## src/rtl/sfcd_pkg.sv

```systemverilog
// Shared types and constants for the SBUS frame channel decoder.
package sfcd_pkg;

    localparam int BYTE_W        = 8;
    localparam int CHAN_W        = 11;
    localparam int CHANNELS      = 16;
    localparam int CHAN_IDX_W    = 4;
    localparam int PAYLOAD_BYTES = 22;
    localparam int PAYLOAD_W     = PAYLOAD_BYTES * BYTE_W;
    localparam int FRAME_BYTES   = 25;
    localparam int POS_W         = 5;
    localparam int QUEUE_DEPTH   = 2;
    localparam int QPTR_W        = $clog2(QUEUE_DEPTH);
    localparam int QCNT_W        = $clog2(QUEUE_DEPTH + 1);

    localparam logic [BYTE_W-1:0]     SYNC_BYTE = 8'h0F;
    localparam logic [CHAN_IDX_W-1:0] LAST_CHAN = CHAN_IDX_W'(CHANNELS - 1);

    // Command kinds passed from the front to the back.
    typedef enum logic {
        OP_STORE,
        OP_CLOSE
    } t_op;

    typedef struct packed {
        t_op               op;
        logic [BYTE_W-1:0] data;
    } t_cmd;

    // One command offered to, or presented by, the queue.
    typedef struct packed {
        logic valid;
        t_cmd cmd;
    } t_cmd_word;

endpackage

```

## src/rtl/sfcd_front.sv

```systemverilog
// Front end: frame synchronisation and byte classification.
module sfcd_front (
    input  logic                          i_clk,
    input  logic                          i_rst_n,
    input  logic                          i_in_valid,
    input  logic [sfcd_pkg::BYTE_W-1:0]   i_rx_byte,
    input  logic                          i_queue_full,
    output logic                          o_in_stall,
    output sfcd_pkg::t_cmd_word           o_push
);

    localparam logic [sfcd_pkg::POS_W-1:0] LAST_STORE_POS =
        sfcd_pkg::POS_W'(sfcd_pkg::PAYLOAD_BYTES);
    localparam logic [sfcd_pkg::POS_W-1:0] CLOSE_POS =
        sfcd_pkg::POS_W'(sfcd_pkg::FRAME_BYTES - 1);

    logic [sfcd_pkg::POS_W-1:0] r_pos;
    logic [sfcd_pkg::POS_W-1:0] n_pos;
    logic                       w_accept;

    // A word is only taken when the queue has room for whatever it may push.
    assign o_in_stall = i_queue_full;
    assign w_accept   = i_in_valid && !i_queue_full;

    // Classify the word by its place in the frame.
    always_comb begin
        n_pos            = r_pos;
        o_push.valid     = 1'b0;
        o_push.cmd.op    = sfcd_pkg::OP_STORE;
        o_push.cmd.data  = i_rx_byte;
        if (w_accept) begin
            if (r_pos == '0) begin
                if (i_rx_byte == sfcd_pkg::SYNC_BYTE) begin
                    n_pos = sfcd_pkg::POS_W'(1);
                end
            end else if (r_pos <= LAST_STORE_POS) begin
                o_push.valid = 1'b1;
                n_pos        = r_pos + sfcd_pkg::POS_W'(1);
            end else if (r_pos < CLOSE_POS) begin
                // Flag byte: counted, not kept.
                n_pos = r_pos + sfcd_pkg::POS_W'(1);
            end else if (r_pos == CLOSE_POS) begin
                // End byte closes the frame whatever its value.
                o_push.valid  = 1'b1;
                o_push.cmd.op = sfcd_pkg::OP_CLOSE;
                n_pos         = '0;
            end else begin
                n_pos = '0;
            end
        end
    end

    // Frame position register.
    always_ff @(posedge i_clk) begin
        if (!i_rst_n) begin
            r_pos <= '0;
        end else begin
            r_pos <= n_pos;
        end
    end

    a_pos_range: assert property (@(posedge i_clk) disable iff (!i_rst_n)
        r_pos <= CLOSE_POS)
        else $error("frame position left the frame");

endmodule

```

## src/rtl/sfcd_queue.sv

```systemverilog
// Short command queue between the front and the back.
module sfcd_queue (
    input  logic                 i_clk,
    input  logic                 i_rst_n,
    input  sfcd_pkg::t_cmd_word  i_push,
    output logic                 o_full,
    output sfcd_pkg::t_cmd_word  o_head,
    input  logic                 i_pop_ready
);

    localparam logic [sfcd_pkg::QPTR_W-1:0] LAST_SLOT =
        sfcd_pkg::QPTR_W'(sfcd_pkg::QUEUE_DEPTH - 1);
    localparam logic [sfcd_pkg::QCNT_W-1:0] FULL_COUNT =
        sfcd_pkg::QCNT_W'(sfcd_pkg::QUEUE_DEPTH);

    sfcd_pkg::t_cmd                r_mem [sfcd_pkg::QUEUE_DEPTH];
    logic [sfcd_pkg::QPTR_W-1:0]   r_wr;
    logic [sfcd_pkg::QPTR_W-1:0]   r_rd;
    logic [sfcd_pkg::QCNT_W-1:0]   r_count;
    logic                          w_push;
    logic                          w_pop;

    assign o_full       = (r_count == FULL_COUNT);
    assign o_head.valid = (r_count != '0);
    assign o_head.cmd   = r_mem[r_rd];
    assign w_push       = i_push.valid && !o_full;
    assign w_pop        = o_head.valid && i_pop_ready;

    // Storage for queued commands.
    always_ff @(posedge i_clk) begin
        if (w_push) begin
            r_mem[r_wr] <= i_push.cmd;
        end
    end

    // Pointers and fill count.
    always_ff @(posedge i_clk) begin
        if (!i_rst_n) begin
            r_wr    <= '0;
            r_rd    <= '0;
            r_count <= '0;
        end else begin
            if (w_push) begin
                r_wr <= (r_wr == LAST_SLOT) ? '0 : r_wr + sfcd_pkg::QPTR_W'(1);
            end
            if (w_pop) begin
                r_rd <= (r_rd == LAST_SLOT) ? '0 : r_rd + sfcd_pkg::QPTR_W'(1);
            end
            case ({w_push, w_pop})
                2'b10:   r_count <= r_count + sfcd_pkg::QCNT_W'(1);
                2'b01:   r_count <= r_count - sfcd_pkg::QCNT_W'(1);
                default: r_count <= r_count;
            endcase
        end
    end

    a_no_push_full: assert property (@(posedge i_clk) disable iff (!i_rst_n)
        o_full |-> !i_push.valid)
        else $error("command pushed into a full queue");

    a_count_range: assert property (@(posedge i_clk) disable iff (!i_rst_n)
        r_count <= FULL_COUNT)
        else $error("queue count overflow");

endmodule

```

## src/rtl/sfcd_back.sv

```systemverilog
// Back end: payload collection and channel unpacking with output register.
module sfcd_back (
    input  logic                              i_clk,
    input  logic                              i_rst_n,
    input  sfcd_pkg::t_cmd_word               i_head,
    output logic                              o_pop_ready,
    output logic                              o_out_valid,
    input  logic                              i_out_stall,
    output logic [sfcd_pkg::CHAN_IDX_W-1:0]   o_channel_index,
    output logic [sfcd_pkg::CHAN_W-1:0]       o_channel_value,
    output logic                              o_last_channel
);

    typedef enum logic {
        ST_COLLECT,
        ST_UNPACK
    } t_state;

    t_state                            r_state;
    logic [sfcd_pkg::PAYLOAD_W-1:0]    r_payload;
    logic [sfcd_pkg::CHAN_IDX_W-1:0]   r_chan;
    logic                              r_out_valid;
    logic [sfcd_pkg::CHAN_IDX_W-1:0]   r_out_index;
    logic [sfcd_pkg::CHAN_W-1:0]       r_out_value;
    logic                              r_out_last;
    logic                              w_out_free;

    assign o_pop_ready     = (r_state == ST_COLLECT);
    assign o_out_valid     = r_out_valid;
    assign o_channel_index = r_out_index;
    assign o_channel_value = r_out_value;
    assign o_last_channel  = r_out_last;
    assign w_out_free      = !r_out_valid || !i_out_stall;

    // Payload bytes shift in from the top; channels leave from the bottom.
    always_ff @(posedge i_clk) begin
        if (!i_rst_n) begin
            r_state     <= ST_COLLECT;
            r_chan      <= '0;
            r_out_valid <= 1'b0;
        end else begin
            case (r_state)
                ST_COLLECT: begin
                    // A word taken by the receiver leaves the output register.
                    if (!i_out_stall) begin
                        r_out_valid <= 1'b0;
                    end
                    if (i_head.valid) begin
                        if (i_head.cmd.op == sfcd_pkg::OP_STORE) begin
                            r_payload <= {i_head.cmd.data,
                                          r_payload[sfcd_pkg::PAYLOAD_W-1:sfcd_pkg::BYTE_W]};
                        end else begin
                            r_chan  <= '0;
                            r_state <= ST_UNPACK;
                        end
                    end
                end
                ST_UNPACK: begin
                    if (w_out_free) begin
                        r_out_valid <= 1'b1;
                        r_out_index <= r_chan;
                        r_out_value <= r_payload[sfcd_pkg::CHAN_W-1:0];
                        r_out_last  <= (r_chan == sfcd_pkg::LAST_CHAN);
                        r_payload   <= r_payload >> sfcd_pkg::CHAN_W;
                        r_chan      <= r_chan + sfcd_pkg::CHAN_IDX_W'(1);
                        if (r_chan == sfcd_pkg::LAST_CHAN) begin
                            r_state <= ST_COLLECT;
                        end
                    end
                end
                default: begin
                    r_state <= ST_COLLECT;
                end
            endcase
        end
    end

    a_last_is_fifteen: assert property (@(posedge i_clk) disable iff (!i_rst_n)
        (r_out_valid && r_out_last) |-> (r_out_index == sfcd_pkg::LAST_CHAN))
        else $error("last channel flag on wrong index");

    a_stalled_word_holds: assert property (@(posedge i_clk) disable iff (!i_rst_n)
        (r_out_valid && i_out_stall) |=> (r_out_valid && $stable(r_out_value)
                                          && $stable(r_out_index)))
        else $error("stalled output word changed");

    a_run_in_order: assert property (@(posedge i_clk) disable iff (!i_rst_n)
        (r_state == ST_UNPACK && w_out_free && r_chan != '0)
            |-> (r_out_index == r_chan - sfcd_pkg::CHAN_IDX_W'(1)))
        else $error("channel run out of order");

endmodule

```

## src/rtl/sbus_frame_channel_decoder_core.sv

```systemverilog
// Top level of the SBUS sixteen-channel frame decoder.
//
// Input channel: one received byte per word on i_rx_byte, offered with
// i_in_valid and held off by o_in_stall. Bytes are dropped until the start
// byte 0x0F; the next 24 bytes form the frame, and the 24th closes it.
// Output channel: one channel value per word (o_channel_index,
// o_channel_value, o_last_channel), offered with o_out_valid and held
// off by i_out_stall. Each closed frame gives sixteen words, channel 0
// first, with o_last_channel set on channel 15.
// Throughput: one input byte per cycle while o_in_stall is low; a closing
// byte keeps the back end busy while it emits one channel per cycle, while
// i_out_stall is low, from a shift register over the 176-bit payload. A
// two-entry command queue sits between the byte classifier and the back end.
// A closing byte passes through the queue and turns the back end to
// unpacking; each channel word then leaves through the output register.
// Reset clears the frame position, the queue and the output register; the
// payload register needs no clearing since each frame rewrites it fully.
// When the receiver stalls, the output word holds, the back end pauses,
// the queue fills and o_in_stall then rises.
module sbus_frame_channel_decoder_core (
    input  logic                              i_clk,
    input  logic                              i_rst_n,
    input  logic                              i_in_valid,
    output logic                              o_in_stall,
    input  logic [sfcd_pkg::BYTE_W-1:0]       i_rx_byte,
    output logic                              o_out_valid,
    input  logic                              i_out_stall,
    output logic [sfcd_pkg::CHAN_IDX_W-1:0]   o_channel_index,
    output logic [sfcd_pkg::CHAN_W-1:0]       o_channel_value,
    output logic                              o_last_channel
);

    sfcd_pkg::t_cmd_word w_push;
    sfcd_pkg::t_cmd_word w_head;
    logic                w_queue_full;
    logic                w_pop_ready;

    // Byte classification.
    sfcd_front u_front (
        .i_clk        (i_clk),
        .i_rst_n      (i_rst_n),
        .i_in_valid   (i_in_valid),
        .i_rx_byte    (i_rx_byte),
        .i_queue_full (w_queue_full),
        .o_in_stall   (o_in_stall),
        .o_push       (w_push)
    );

    // Decoupling queue.
    sfcd_queue u_queue (
        .i_clk       (i_clk),
        .i_rst_n     (i_rst_n),
        .i_push      (w_push),
        .o_full      (w_queue_full),
        .o_head      (w_head),
        .i_pop_ready (w_pop_ready)
    );

    // Payload collection and unpacking.
    sfcd_back u_back (
        .i_clk           (i_clk),
        .i_rst_n         (i_rst_n),
        .i_head          (w_head),
        .o_pop_ready     (w_pop_ready),
        .o_out_valid     (o_out_valid),
        .i_out_stall     (i_out_stall),
        .o_channel_index (o_channel_index),
        .o_channel_value (o_channel_value),
        .o_last_channel  (o_last_channel)
    );

endmodule

```

## config.mk

```make
export PLATFORM = sky130hd
export DESIGN_NAME = sbus_frame_channel_decoder_core
export DESIGN_NICKNAME = d
export VERILOG_FILES = /design/src/rtl/sfcd_pkg.sv /design/src/rtl/sfcd_front.sv /design/src/rtl/sfcd_queue.sv /design/src/rtl/sfcd_back.sv /design/src/rtl/sbus_frame_channel_decoder_core.sv
export SDC_FILE = /design/constraint.sdc
export NUM_CORES = 1
export LEC_CHECK = 0
export BUFFER_PORTS_ARGS = -buffer_cell sky130_fd_sc_hd__clkbuf_2
export CORE_MARGIN = 3
export CORE_UTILIZATION = 65
export DETAILED_ROUTE_END_ITERATION = 7
export PLACE_DENSITY = 0.83
export SLEW_MARGIN = 20
export SYNTH_ARGS = -nofsm -noshare
export SYNTH_HDL_FRONTEND = slang
export SYNTH_SLANG_ARGS = --single-unit
export TNS_END_PERCENT = 10
```

## constraint.sdc

```tcl
create_clock -name i_clk -period 16.8 [get_ports i_clk]
set_clock_uncertainty 0.15 [all_clocks]
set_input_delay 1.68 -clock i_clk [delete_from_list [all_inputs] [get_ports i_clk]]
set_output_delay 1.68 -clock i_clk [all_outputs]
set_load 0.01 [all_outputs]
```

Word-level counts from Yosys, hierarchy flattened
Memory sizes are Yosys's and may differ from the RTL's. A register that Yosys moved wholly into a read port is not among the register bits.
Cells that the tools add are included.
{ "word_totals": {"regBits": 207, "ram_bits": 18, "n_memories": 1, "inputBits": 12, "out_inout_bits": 18, "elab_cells": 81} }
{ "classes": {"mux": 33, "magnitude_cmp": 2, "n_bitwise": 1, "reduce_logical": 15, "addsub": 6, "eq_ne": 12} }
{ "mem_list": {"columns": ["name", "words", "width", "rd", "rd_clocked_by_memory_dff", "wr", "line", "text"], "rows": [
  ["u_queue.r_mem", 2, 9, 1, 1, 1, "sfcd_queue.sv:16", "sfcd_pkg::t_cmd r_mem [sfcd_pkg::QUEUE_DEPTH];"]
]} }
{ "ops": {"columns": ["operator", "count"], "rows": [
  ["$mux W176", 3],
  ["$pmux W176 S2", 1],
  ["$mux W5", 4],
  ["$mux W1", 14],
  ["$mux W4", 3],
  ["$eq A8 B4 Y1 const B", 1],
  ["$mux W2", 4],
  ["$ne A2 B2 Y1 const B", 4],
  ["$pmux W4 S2", 1],
  ["$reduce_and A3 Y1", 2],
  ["$add A5 B1 Y5 const B", 1],
  ["$eq A5 B5 Y1 const B", 1],
  ["$le A5 B5 Y1 const B", 1],
  ["$logic_not A5 Y1", 1],
  ["$lt A5 B5 Y1 const B", 1],
  ["$add A4 B1 Y4 const B", 1],
  ["$eq A2 B2 Y1 const B", 2],
  ["$eq A4 B4 Y1 const B", 1],
  ["$ne A2 B1 Y1 const B", 2],
  ["$pmux W1 S2", 2],
  ["$pmux W2 S2", 1],
  ["$reduce_and A2 Y1", 2],
  ["$reduce_and A4 Y1", 1],
  ["$reduce_bool A2 Y1", 2],
  ["other kinds (8)", 13]
]} }

Depth between registers and ports, before layout
{ "depth": {"ltp_word": 9, "mapped_depth": 10, "mapped_depth_nobuf": 10} }

By module
A second synthesis with hierarchy kept.
{ "unflattened": {"hier_cells": 535, "hier_area_um2": 9429.0} }
{ "by_module_without_submodules": {"columns": ["module", "area_per_inst_um2", "cells_per_inst", "n_inst", "seq_area_each_um2"], "rows": [
  ["sfcd_back", 8076.5, 423, 1, 5885.6],
  ["sfcd_queue", 885.8, 54, 1, 640.6],
  ["sfcd_front", 466.7, 58, 1, 100.1]
]} }

Worst setup path after synthesis
No wires, ideal clock.
{ "synth_timing": {"path_type": "input to register", "startpoint": "input port i_out_stall", "endpoint": "register u_back.r_payload[0] (netlist name) (enable)", "path_slack_ns": 6.142, "arrival_ns": 9.772, "path_buffers": 0, "required_ns": 15.915, "setup_ns": 0.735, "path_stages": 3, "cell_sequence": "a21boi_1 -> a21oi_1 -> nor2b_1"} }
{ "synth_between": {"elab_chain_cells": 4} }
{ "synth_lines": {"columns": ["item", "line", "text"], "rows": [
  ["from (decl)", "sbus_frame_channel_decoder_core.sv:27", "input logic i_out_stall,"],
  ["$logic_not A1 Y1", "sfcd_back.sv:33", "assign w_out_free = !r_out_valid || !i_out_stall;"],
  ["$logic_or A1 B1 Y1", "sfcd_back.sv:33", null],
  ["$ne A2 B2 Y1 (no source line)", null, null],
  ["$reduce_and A4 Y1 (no source line)", null, null],
  ["to (signal assigned)", "sfcd_back.sv:50", "r_payload <= {i_head.cmd.data,"],
  ["to (signal assigned)", "sfcd_back.sv:64", "r_payload <= r_payload >> sfcd_pkg::CHAN_W;"],
  ["to (decl)", "sfcd_back.sv:20", "logic [sfcd_pkg::PAYLOAD_W-1:0] r_payload;"]
]} }
Every way passes these cells.
A chain may end at the register's enable or synchronous reset.

Worst setup path in the final report
{ "layout_timing": {"startpoint": "input port i_out_stall", "endpoint": "register u_back.r_payload[70] (netlist name) (enable)"} }
Same word-level chain as after synthesis.

==> reports/metrics.yaml <==
status:
  status: "finished clean"
placement:
  numPortBuffers: 29
  routabilityCongestion: 0.7646
  postPlaceCellArea_mm2: 0.009607
  dpl.hpwl_um: 7864
layout:
  fillers: 780
  drive_gt1_share_pct: 41.95
  area_delta_synth_final_pct: 11.05
  nNetsFinal: 565
  num_antenna_cells: 0
  final_area_mm2: 0.01032
sta:
  hold_violations: 0
  tightest_slew_ps: 1008
  setup_viol: 0
  final.min_clock_period_ps: 3253
  drv_slew: 0
  fmax_mhz: 307.4
  finalCritPeriodShare_pct: 19.36
  finalSetupTns_ps: 0
  slew_headroom_pct: 32.79
  rsz0062_at_grt: "no"
route:
  dr.pass1.iters: 4
  routedWlPerCell_um: 18.27
  routed-via-count: 4349
  drt-initial-drc-count: 393
  wirelength_um: 13610
  drc: 0
  avgViaCountPerCell: 5.838
  drt.antenna.violating_nets: 0
synthesis:
  synth_area_mm2: 0.009298
  synth_common_cells: "edfxtp_1, mux2_2, dfxtp_1, buf_2, mux2i_1"
  synth-simple-area-share_pct: 3.324
  yosysUniqueCellTypes: 41
  postSynthCellCount: 515
  yosysWarningCount: 0
  synthAdderAreaFrac_pct: 0.5383
  synth_seq_cells: 226
  synth.net_count: 531
  synth_edf_count: 210
  ys_async_sr_fraction_pct: 0
  synth_top_area_share_pct: 67.82
  synth.most_common_cell: "edfxtp_1"
  synth_area_leaders: "edfxtp_1, mux2_2, dfxtp_1"
  yosysTopAreaCell: "edfxtp_1"
  synth_ff_type: "edfxtp_1"
  synth_compound_area_share_pct: 1.965
  avgSynthCellArea_um2: 18.05
  synth_top_family_by_area: "multiplexers"
  yosysSeqAreaShare_pct: 71.27
  synthMuxAreaShare_pct: 21.17
  synth-xor-area-share_pct: 0.3768
clock_tree:
  holdBufCountCts: 0
  clk_pin_slew_ps: 60
  numCtsBuffers: 23
  cts_buffer_depth: 3
  clk_latency_ps: 500
  cts_tree: "done"
  htree_levels: 1
  cts_setup_buffers: 0
  cts-root-buf: "clkbuf_16"
  ctsResizeCount: 0
  clock_sinks: 226
power:
  ir_drop_uv: 80.79
  total_power_uw: 1437
  powerDensity_mw_per_mm2: 139.2
  power.leakage_uw: 0.003384
floorplan:
  die_y_um: 125.6
  die-area_mm2: 0.01578
  core_area_mm2: 0.01393
  start_util_pct: 66.72
  die_w_um: 125.6
  ios: 30
  rows: 43
worst_setup_path:
  worstPathArrival_ps: 3220
  critPathCaptureType: "flip-flop"
  reg2reg_to: "u_back.r_payload[70]$_DFFE_PP_"
  reg2reg_slack_ps: 13740
  r2r_start: "u_back.r_state$_SDFF_PN0_"
  critPathRequiredTime_ps: 16760
  path_max_fanout: 176
  worstRegToRegCells: 4
  start_kind: "input pin"
  critPathKind: "input pin to flip-flop"
global_route:
  grt_pass1_wl_um: 22530
  grt_pass1_vias: 4601
  antenna_found_initial: 0
  grt-ovfl-total: 0
  grtUsageTotal_pct: 17.32
  grt_max_degree: 177
hold_path:
  min_from: "u_back.r_payload[3]$_DFFE_PP_"
  hold_end: "u_back.o_channel_value[3]$_DFFE_PP_"
  min_path_cells: 0
  min_path_type: "flip-flop to flip-flop"
job:
  maxCapViolations: 0
worst max-delay path: stages:
cell      delay (ps)
clkbuf_2         110
a21boi_1         330
a21oi_1          140
nor2b_4          160
buf_12           630
through the flow:
step	utilization [%]	setup slack, ps	instances	hold slack [ps]
2_1_floorplan	-	6142	515	250.3
3_3_place_gp	68.94	13230	704	253.4
3_5_place_dp	68.94	13120	704	256.2
4_1_cts	74.07	13620	745	270.5
5_1_grt	74.10	13500	745	274.2
6_report	74.10	13550	745	269.2
final cells by class:
type	count	area, um^2	area share [%]
clock buffer	29	598.1	5.793
clock inverter	12	116.4	1.127
timing repair buffer	31	176.4	1.709
tap	180	225.2	2.181
sequential	226	6630	64.21
multi-input combinational	260	2552	24.72
inverter	7	26.28	0.2545
worst max path at each step:
stage / start / to / slack, ps / depth (start not counted)
after floorplan: i_out_stall / u_back.r_payload[0]$_DFFE_PP_ / 6140 / 3
after global placement: i_out_stall / u_back.r_payload[130]$_DFFE_PP_ / 13230 / 5
after detailed placement: i_out_stall / u_back.r_payload[67]$_DFFE_PP_ / 13120 / 5
after CTS: i_out_stall / u_back.r_payload[141]$_DFFE_PP_ / 13620 / 5
after global routing: i_out_stall / u_back.r_payload[141]$_DFFE_PP_ / 13500 / 5
final: i_out_stall / u_back.r_payload[70]$_DFFE_PP_ / 13550 / 5
state kept, by name, summed over array words and instances, names as in the netlist, 2 cells and up, named ones only:
| name | flops |
|---|---|
| u_back.r_payload | 176 |
| u_queue.r_mem | 18 |
| u_back.o_channel_value | 11 |
| u_front.r_pos | 5 |
| u_back.o_channel_index | 4 |
| u_back.r_chan | 4 |
| u_queue.r_count | 2 |
where the power goes:
| group | switching, uW | total, uW | internal (uW) |
|---|---|---|---|
| logic | 90.6 | 205 | 114 |
| clock network | 199 | 482 | 284 |
| registers | 43.9 | 749 | 706 |
routing by layer:
layer  up-vias  GRT usage [%]  wire length [um]
met2        70          29.61              7038
met5         -              0                 0
met4         0          5.357               269
met3        27          3.161               466
li1       2070              -                 -
met1      2182          22.87              5838
logic make-up after synthesis:
group,count (synthesis)
xor gates and xnor gates,4
AOI/OAI and AO/OA,26
buffers and inverters,29
DFF,226
muxes,176
and+or+nand+nor,50
adders and majority gates,4
cells in the final DEF (no fill, tap or decap), types with 4 or more instances in the layout:
cell type  instances
a21boi_0           4
a21oi_1            4
and2_1             8
clkbuf_1           6
clkbuf_16         23
clkbuf_2          29
clkinv_1           5
dfxtp_1           15
edfxtp_1         210
ha_1               4
inv_1              6
mux2_2           165
mux2i_1           11
nand2_1            5
nand3_1            5
nor2_1             9
nor2b_1            6
o21ai_0            6
xnor2_1            4
No activity file was read; power rests on OpenSTA's default activity.
